===== config.mk =====
export PLATFORM = sky130hd
export DESIGN_NAME = int8_matmul_4x4_masked_unit
export DESIGN_NICKNAME = d
export VERILOG_FILES = /design/src/rtl/core/int8mm_pkg.sv /design/src/rtl/core/int8_matmul_4x4_masked_unit.sv /design/src/rtl/core/int8mm_mac.sv
export SDC_FILE = /design/constraint.sdc
export NUM_CORES = 1
export LEC_CHECK = 0
export ABC_AREA = 1
export BUFFER_PORTS_ARGS = -buffer_cell sky130_fd_sc_hd__clkbuf_2
export CAP_MARGIN = 20
export CORE_MARGIN = 3
export CORE_UTILIZATION = 50
export DETAILED_ROUTE_END_ITERATION = 12
export PLACE_DENSITY = 0.66
export SYNTH_ARGS = -nofsm -noshare
export SYNTH_HDL_FRONTEND = slang
export SYNTH_HIERARCHICAL = 1
export SYNTH_SLANG_ARGS = --single-unit

===== constraint.sdc =====
create_clock -name clk -period 5.6 [get_ports clk]
set_input_delay 1.12 -clock clk [delete_from_list [all_inputs] [get_ports clk]]
set_output_delay 1.12 -clock clk [all_outputs]
set_load 0.01 [all_outputs]

===== src/rtl/core/int8mm_pkg.sv =====
// ----------------------------------------------------------------------------
// int8mm_pkg
// shared types and constants of the 4x4 int8 matrix multiply unit
// ----------------------------------------------------------------------------
package int8mm_pkg;

    localparam int unsigned DIM        = 4;
    localparam int unsigned ELEMS      = DIM * DIM;
    localparam int unsigned IDX_W      = $clog2(ELEMS);
    localparam int unsigned K_W        = $clog2(DIM);
    localparam int unsigned ELEM_W     = 8;
    localparam int unsigned PROD_W     = 2 * ELEM_W;
    localparam int unsigned ACC_W      = 18;
    localparam logic [ELEMS-1:0] MASK_RESET = '1;

    typedef struct packed {
        logic signed [ELEM_W-1:0] a_elem;
        logic signed [ELEM_W-1:0] b_elem;
    } in_beat_t;

    typedef struct packed {
        logic signed [ACC_W-1:0] product_elem;
        logic [IDX_W-1:0]        elem_index;
        logic                    last_elem;
    } out_beat_t;

    typedef struct packed {
        logic en;
        logic clr;
    } mac_ctrl_t;

    typedef enum logic [1:0] {
        ST_LOAD,
        ST_MAC,
        ST_OUT
    } state_t;

endpackage


===== src/rtl/core/int8_matmul_4x4_masked_unit.sv =====
// ----------------------------------------------------------------------------
// int8_matmul_4x4_masked_unit
// 4x4 signed int8 matrix multiply with per-position output mask
//
// Input channel (in_valid/in_ready/in_data): sixteen beats load A and B
// element pairs in row-major order, one beat per cycle while in_ready is
// high. After the sixteenth beat in_ready drops until all results are out.
// Output channel (out_valid/out_ready/out_data): sixteen result beats in
// row-major order, last_elem set on the final one. A position whose bit in
// the mask is clear returns zero.
// Each result is formed by one shared multiplier-accumulator over the k
// steps of ST_MAC, then held in the accumulator register in ST_OUT until
// it is accepted, after which the sequencer moves on to the next position.
// When out_ready is low the result holds and the sequencer waits.
// cfg_we writes cfg_wdata into the mask register; the mask in force at
// the sixteenth input beat is used for that matrix. Reset sets the mask to
// all ones and the load count to zero; stored elements are not cleared.
// ----------------------------------------------------------------------------
module int8_matmul_4x4_masked_unit (
    input  logic                              clk,
    input  logic                              rst_n,
    input  logic                              in_valid,
    output logic                              in_ready,
    input  int8mm_pkg::in_beat_t              in_data,
    output logic                              out_valid,
    input  logic                              out_ready,
    output int8mm_pkg::out_beat_t             out_data,
    input  logic                              cfg_we,
    input  logic [int8mm_pkg::ELEMS-1:0]      cfg_wdata
);

    logic signed [int8mm_pkg::ELEM_W-1:0] a_mem [int8mm_pkg::ELEMS];
    logic signed [int8mm_pkg::ELEM_W-1:0] b_mem [int8mm_pkg::ELEMS];

    int8mm_pkg::state_t               state_reg, state_next;
    logic [int8mm_pkg::IDX_W-1:0]     load_cnt_reg, load_cnt_next;
    logic [int8mm_pkg::IDX_W-1:0]     idx_reg, idx_next;
    logic [int8mm_pkg::K_W-1:0]       k_reg, k_next;
    logic [int8mm_pkg::ELEMS-1:0]     mask_reg, mask_next;
    logic [int8mm_pkg::ELEMS-1:0]     run_mask_reg, run_mask_next;

    logic                             in_fire;
    logic                             out_fire;
    int8mm_pkg::mac_ctrl_t            mac_ctrl;
    logic [int8mm_pkg::IDX_W-1:0]     a_addr, b_addr;
    logic signed [int8mm_pkg::ELEM_W-1:0] a_rd_reg, b_rd_reg;
    logic signed [int8mm_pkg::ACC_W-1:0] acc;

    assign in_ready  = (state_reg == int8mm_pkg::ST_LOAD);
    assign out_valid = (state_reg == int8mm_pkg::ST_OUT);
    assign in_fire   = in_valid && in_ready;
    assign out_fire  = out_valid && out_ready;

    // row of A from idx, column of B from idx, addressed by idx_next and k_next and registered
    assign a_addr = {idx_next[int8mm_pkg::IDX_W-1 -: int8mm_pkg::K_W], k_next};
    assign b_addr = {k_next, idx_next[int8mm_pkg::K_W-1:0]};

    always_ff @(posedge clk)
    begin
        if (in_fire)
        begin
            a_mem[load_cnt_reg] <= in_data.a_elem;
            b_mem[load_cnt_reg] <= in_data.b_elem;
        end
        a_rd_reg <= a_mem[a_addr];
        b_rd_reg <= b_mem[b_addr];
    end

    int8mm_mac u_mac (
        .clk   (clk),
        .rst_n (rst_n),
        .ctrl  (mac_ctrl),
        .a     (a_rd_reg),
        .b     (b_rd_reg),
        .acc   (acc)
    );

    always_comb
    begin
        state_next    = state_reg;
        load_cnt_next = load_cnt_reg;
        idx_next      = idx_reg;
        k_next        = k_reg;
        mask_next     = cfg_we ? cfg_wdata : mask_reg;
        run_mask_next = run_mask_reg;
        mac_ctrl      = '0;
        unique case (state_reg)
            int8mm_pkg::ST_LOAD:
            begin
                if (in_fire)
                begin
                    load_cnt_next = load_cnt_reg + 1'b1;
                    if (load_cnt_reg == int8mm_pkg::IDX_W'(int8mm_pkg::ELEMS - 1))
                    begin
                        run_mask_next = mask_reg;
                        idx_next      = '0;
                        k_next        = '0;
                        state_next    = int8mm_pkg::ST_MAC;
                    end
                end
            end
            int8mm_pkg::ST_MAC:
            begin
                mac_ctrl.en  = 1'b1;
                mac_ctrl.clr = (k_reg == '0);
                k_next       = k_reg + 1'b1;
                if (k_reg == int8mm_pkg::K_W'(int8mm_pkg::DIM - 1))
                begin
                    state_next = int8mm_pkg::ST_OUT;
                end
            end
            int8mm_pkg::ST_OUT:
            begin
                if (out_fire)
                begin
                    idx_next = idx_reg + 1'b1;
                    if (idx_reg == int8mm_pkg::IDX_W'(int8mm_pkg::ELEMS - 1))
                    begin
                        state_next = int8mm_pkg::ST_LOAD;
                    end
                    else
                    begin
                        state_next = int8mm_pkg::ST_MAC;
                    end
                end
            end
            default:
            begin
                state_next = int8mm_pkg::ST_LOAD;
            end
        endcase
    end

    always_ff @(posedge clk or negedge rst_n)
    begin
        if (!rst_n)
        begin
            state_reg    <= int8mm_pkg::ST_LOAD;
            load_cnt_reg <= '0;
            idx_reg      <= '0;
            k_reg        <= '0;
            mask_reg     <= int8mm_pkg::MASK_RESET;
            run_mask_reg <= int8mm_pkg::MASK_RESET;
        end
        else
        begin
            state_reg    <= state_next;
            load_cnt_reg <= load_cnt_next;
            idx_reg      <= idx_next;
            k_reg        <= k_next;
            mask_reg     <= mask_next;
            run_mask_reg <= run_mask_next;
        end
    end

    always_comb
    begin
        out_data.product_elem = run_mask_reg[idx_reg] ? acc : '0;
        out_data.elem_index   = idx_reg;
        out_data.last_elem    = (idx_reg == int8mm_pkg::IDX_W'(int8mm_pkg::ELEMS - 1));
    end

endmodule


===== src/rtl/core/int8mm_mac.sv =====
// ----------------------------------------------------------------------------
// int8mm_mac
// shared signed 8x8 multiplier with 18-bit accumulator
// ----------------------------------------------------------------------------
module int8mm_mac (
    input  logic                                  clk,
    input  logic                                  rst_n,
    input  int8mm_pkg::mac_ctrl_t                 ctrl,
    input  logic signed [int8mm_pkg::ELEM_W-1:0]  a,
    input  logic signed [int8mm_pkg::ELEM_W-1:0]  b,
    output logic signed [int8mm_pkg::ACC_W-1:0]   acc
);

    logic signed [int8mm_pkg::PROD_W-1:0] prod;
    logic signed [int8mm_pkg::ACC_W-1:0]  prod_ext;
    logic signed [int8mm_pkg::ACC_W-1:0]  acc_reg;
    logic signed [int8mm_pkg::ACC_W-1:0]  acc_next;

    assign prod     = a * b;
    assign prod_ext = int8mm_pkg::ACC_W'(prod);

    always_comb
    begin
        acc_next = acc_reg;
        if (ctrl.en)
        begin
            acc_next = ctrl.clr ? prod_ext : acc_reg + prod_ext;
        end
    end

    always_ff @(posedge clk or negedge rst_n)
    begin
        if (!rst_n)
        begin
            acc_reg <= '0;
        end
        else
        begin
            acc_reg <= acc_next;
        end
    end

    assign acc = acc_reg;

endmodule


# Word-level counts from Yosys, hierarchy flattened
# Memory sizes are Yosys's and may differ from the RTL's. A register that Yosys moved wholly into a read port is not among the register bits.
# Cells that the tools add are included.
# op_classes
n_mul	1
n_lt_le_gt_ge	1
n_eq_ne	9
add_sub_neg	4
reduce_logical	7
muxes	20
# op_table
operator	count
2-to-1 mux 18 bit	2
adder 18 x 16 -> 18 bit	1
multiplier 8 x 8 -> 16 bit	1
2-to-1 mux 2 bit	7
2-to-1 mux 4 bit	3
adder 4 x 1 -> 4 bit (second input constant)	2
== test 4 bit (second input constant)	2
one-hot mux 4 bit (2 select lines)	1
inequality test 2 x 1 -> 1 bit (second input constant)	3
one-hot mux 2 bit (3 select lines)	1
< comparator 4 x 5 -> 1 bit (second input constant)	1
binary-select mux 1 bit (select 4 bit)	1
== test 2 bit (second input constant)	2
zero test 2 bit	2
2-to-1 mux 1 bit	4
one-hot mux 2 bit (2 select lines)	1
AND reduction 4 bit	1
AND reduction 3 bit	1
adder 2 x 1 -> 2 bit (second input constant)	1
== test 2 x 1 -> 1 bit (second input constant)	1
logical AND 1 bit	2
inequality test 2 bit (second input constant)	1
AND reduction 2 bit	1
# totals
ram_bits	256
regBits	62
input_bits	37
output_inout_bits	25
mem_count	2
# memory_table
memory	words	width	read_ports	rd_clocked_by_memory_dff	write_ports	line_no	rtl
a_mem	16	8	1	1	1	int8_matmul_4x4_masked_unit.sv:32	logic signed [int8mm_pkg::ELEM_W-1:0] a_mem [int8mm_pkg::ELEMS];
b_mem	16	8	1	1	1	int8_matmul_4x4_masked_unit.sv:33	logic signed [int8mm_pkg::ELEM_W-1:0] b_mem [int8mm_pkg::ELEMS];

# Logic depth before layout (Yosys ltp)
# depth
word_depth	4
depth_mapped	33

# Modules after synthesis
# The synthesis kept the hierarchy.
# by_module_without_submodules
mod	cells_each	instances	area_each_um2	seq_area_each_um2
int8_matmul_4x4_masked_unit	1223	1	13444.1	9148.8
int8mm_mac	677	1	4550.6	450.4

# Worst setup path after synthesis
# No wires, ideal clock.
# synth_timing
path_type	flip-flop to flip-flop
start	reg b_rd_reg[2] (netlist name), read port of b_mem
end	reg u_mac.acc_reg (netlist bit u_mac/acc[17])
stages_incl_launch_ff	28
required_time_ns	5.483
path_slack_ns	0.614
arrival_ns	4.869
path_cell_list	dfxtp_1 > clkbuf_1 > nand2_1 > fa_1 > inv_1 > fa_1 > inv_1 > fa_1 > inv_1 > fa_1 > ha_1 > inv_1 > nor3_1 > nand3_1 > nand4_1 > nand2_1 > ha_1 > nand2_1 > nor2_1 > nand2_1 > nor2_1 > nand2_1 > nand3_1 > nand2_1 > nand3_1 > nand2_1 > nand3_1 > nand2_1
# synth_between
elab_chain_cells	3
# synth_rtl
item	line_no	rtl
start: declaration	int8_matmul_4x4_masked_unit.sv:46	logic signed [int8mm_pkg::ELEM_W-1:0] a_rd_reg, b_rd_reg;
multiplier 8 x 8 -> 16 bit (*)	int8mm_mac.sv:19	assign prod = a * b;
adder 18 x 16 -> 18 bit	int8mm_mac.sv:27	acc_next = ctrl.clr ? prod_ext : acc_reg + prod_ext;
2-to-1 mux 18 bit (*)	int8mm_mac.sv:27	
end signal: assignment	int8mm_mac.sv:39	acc_reg <= acc_next;
end: declaration	int8mm_mac.sv:16	logic signed [int8mm_pkg::ACC_W-1:0] acc_reg;
# Mark *: on every way between the ends. The rest lies on a longest branch, timed or not.
# A chain may end at the register's enable or synchronous reset.

# Final worst setup path
# Ends and elaborated chain as after synthesis.

==> out/metrics.yaml <==
status: "finished clean"
grt_max_degree: 63
critPathKind: "reg2reg"
critPathMaxStageDelay_ns: 0.65
path_clk_slew_ns: 0.06
final_nets: 2093
grt_pass1_wl_microns: 67500
grt_pass1_vias: 12667
finalSetupViolations: 0
synth_edf_count: 256
start_util_pct: 51.5
synth_area_sq_um: 18000
antenna_found_initial: 2
synth_cell_type_count: 44
fin_skew_ns: 0.0117
cts-root-buf: "clkbuf_16"
io_buffer_count: 61
globalRouteTotalUtil_pct: 22.3
async_flop_share_pct: 18.6
startpoint_type: "register"
synth_xor_area_share_pct: 0.633
maxCapViolCount: 0
cts_buffers: 37
synth_flop_cell: "edfxtp_1"
clkSinkCount: 334
clock.fmax_mhz: 191
yosysWarnings: 6
tightestPinTransition_ns: 0.820
hold_violations: 0
worst-path-max-fanout: 8
drc: 0
drt_wl_total_microns: 42400
cts_tree: "done"
die_area_sq_um: 38300
crit_family: "adder cells"
post_cts_hold_buffer_count: 0
slowest_stage: "fa_1"
slew_violations: 0
chipWidth_microns: 196
syn-num-nets: 2046
hold_path_class: "reg2reg"
synth_top_family_by_area: "simple AND/OR/NAND/NOR gates"
synthAdderAreaFrac_pct: 9.92
clock_path_buffers: 3
cp.arrival_ns: 5.67
vias: 12795
drt-initial-drc-count: 936
yosys_register_bits: 334
place_area_sq_um: 18700
boundaryPins: 62
finalCriticalPeriod_ns: 5.24
post-route-cell-area_sq_um: 20000
fin_crit_sh_pct: 93.6
via_per_inst: 5.27
drive_gt1_share_pct: 12.9
coreArea_sq_um: 35000
dieHeight_microns: 196
post_drt_wl_per_cell_microns: 17.5
dpl.cell_count: 2363
synth_compound_area_share_pct: 6.42
dpl.hpwl_microns: 27100
ant_nets: 0
cpMostUsedCell: "nand2_1"
drt_pass1_iterations: 5
slew_headroom_pct: 45.3
rsz0062_at_grt: "false"
area_growth_pct: 10.9
grt_overflow_total: 0
layout.cells.non_filler: 2430
h-tree-depth: 2
layout_common_cells: "366 x nand2_1, 350 x inv_1, 256 x edfxtp_1"
synth.yosys.seq_area_share_pct: 53.3
diodes: 0
muxShareOfSynthArea_pct: 0.125
syn_inst: 1900
required_ns: 6.03
synth_simple_gate_area_share_pct: 19.9
crit_path_end_kind: "register"
crit_buf_inv: 4
tns_ns: 0
layout_commonest_cell: "nand2_1"
clock_latency_ns: 0.54
row_count: 68
syn_avg_cell_area_sq_um: 9.47
gp_congestion: 0.894
==> logic make-up after synthesis <==
group           Yosys count
simple gates            795
buf+inv                 444
flops                   334
compound gates          203
fa+ha+maj               109
xor+xnor                 13
mux                       2
==> cell type report <==
type,count,area [sq um]
repair buffers,90,523
multi-input cells,1122,6750
flip-flops and latches,334,9610
clock buffers,51,1000
fillers,3023,15000
well taps,455,569
inverters,362,1360
clock inverters,16,151
==> Yosys cell counts (all sizes together) (16+ instances only) <==
cell type / instances / area [sq um]
nand2: 382 / 1470
inv: 361 / 1360
edfxtp: 256 / 7690
nand3: 249 / 1280
nor2: 116 / 498
o21ai: 87 / 443
a21oi: 71 / 370
fa: 56 / 1120
ha: 53 / 663
buf: 43 / 239
clkbuf: 39 / 146
o211ai: 34 / 260
dfstp: 32 / 841
dfrtp: 30 / 751
nand3b: 29 / 218
dfxtp: 16 / 320
==> final timing paths <==
path | start | to | slack [ns] | cells past startpoint
setup / recovery | b_rd_reg[2]$_DFF_P_ | u_mac/acc[17]$_DFFE_PN0P_ | 0.36 | 26
hold / removal | mask_reg[15]$_DFFE_PN1P_ | mask_reg[15]$_DFFE_PN1P_ | 0.48 | 2
setup reg to reg | b_rd_reg[2]$_DFF_P_ | u_mac/acc[17]$_DFFE_PN0P_ | 0.36 | 26
hold reg to reg | mask_reg[15]$_DFFE_PN1P_ | mask_reg[15]$_DFFE_PN1P_ | 0.48 | 2
max in group asynchronous | rst_n | u_mac/acc[8]$_DFFE_PN0P_ | 4.28 | 2
min in group asynchronous | rst_n | u_mac/acc[2]$_DFFE_PN0P_ | 0.77 | 2
==> per-layer routing <==
layer | routed length, microns | vias to the layer above | GRT usage (%) | part of all wire, %
met2 | 20200 | 349 | 37.5 | 48
met1 | 18600 | 6093 | 29.7 | 44
met4 | 1150 | 2 | 7.45 | 2.7
met3 | 2480 | 77 | 3.52 | 5.8
met5 | 13 | - | 0 | 0.031
li1 | - | 6274 | - | -
==> through the flow <==
step	util (%)	setup slack [ns]	hold WS (ns)
CTS	56.9	0.207	0.485
finish	57.1	0.361	0.480
detailed placement	53.6	0.213	0.475
floorplan	-	0.614	0.455
global placement	53.6	0.293	0.471
global route	57.1	0.00646	0.505
==> worst register-to-register path, stage by stage (launching register included) <==
cell and delay (ns):
dfxtp_2 0.42, nand2_1 0.16, fa_1 0.66, inv_1 0.12, fa_1 0.50, inv_1 0.05
fa_1 0.50, inv_1 0.05, fa_1 0.44, ha_1 0.35, inv_1 0.08, nor3_1 0.24
nand3_1 0.12, nand4_1 0.11, nand2_1 0.12, ha_4 0.31, nand2_1 0.09, nor2_2 0.17
nand2_1 0.09, nor2_1 0.09, nand2_1 0.07, nand3_1 0.09, nand2_1 0.07, nand3_1 0.07
nand2_1 0.06, nand3_1 0.08, nand2_1 0.05
==> repair_timing <==
action | CTS | global route
endpoints found under the setup margin | 0 | 6
setup buffers | 0 | 0
resized for setup | 0 | 18
Power is left out: the tool's default activity adds up to more than one toggle a clock period on the data nets, which glitch-free logic cannot reach.
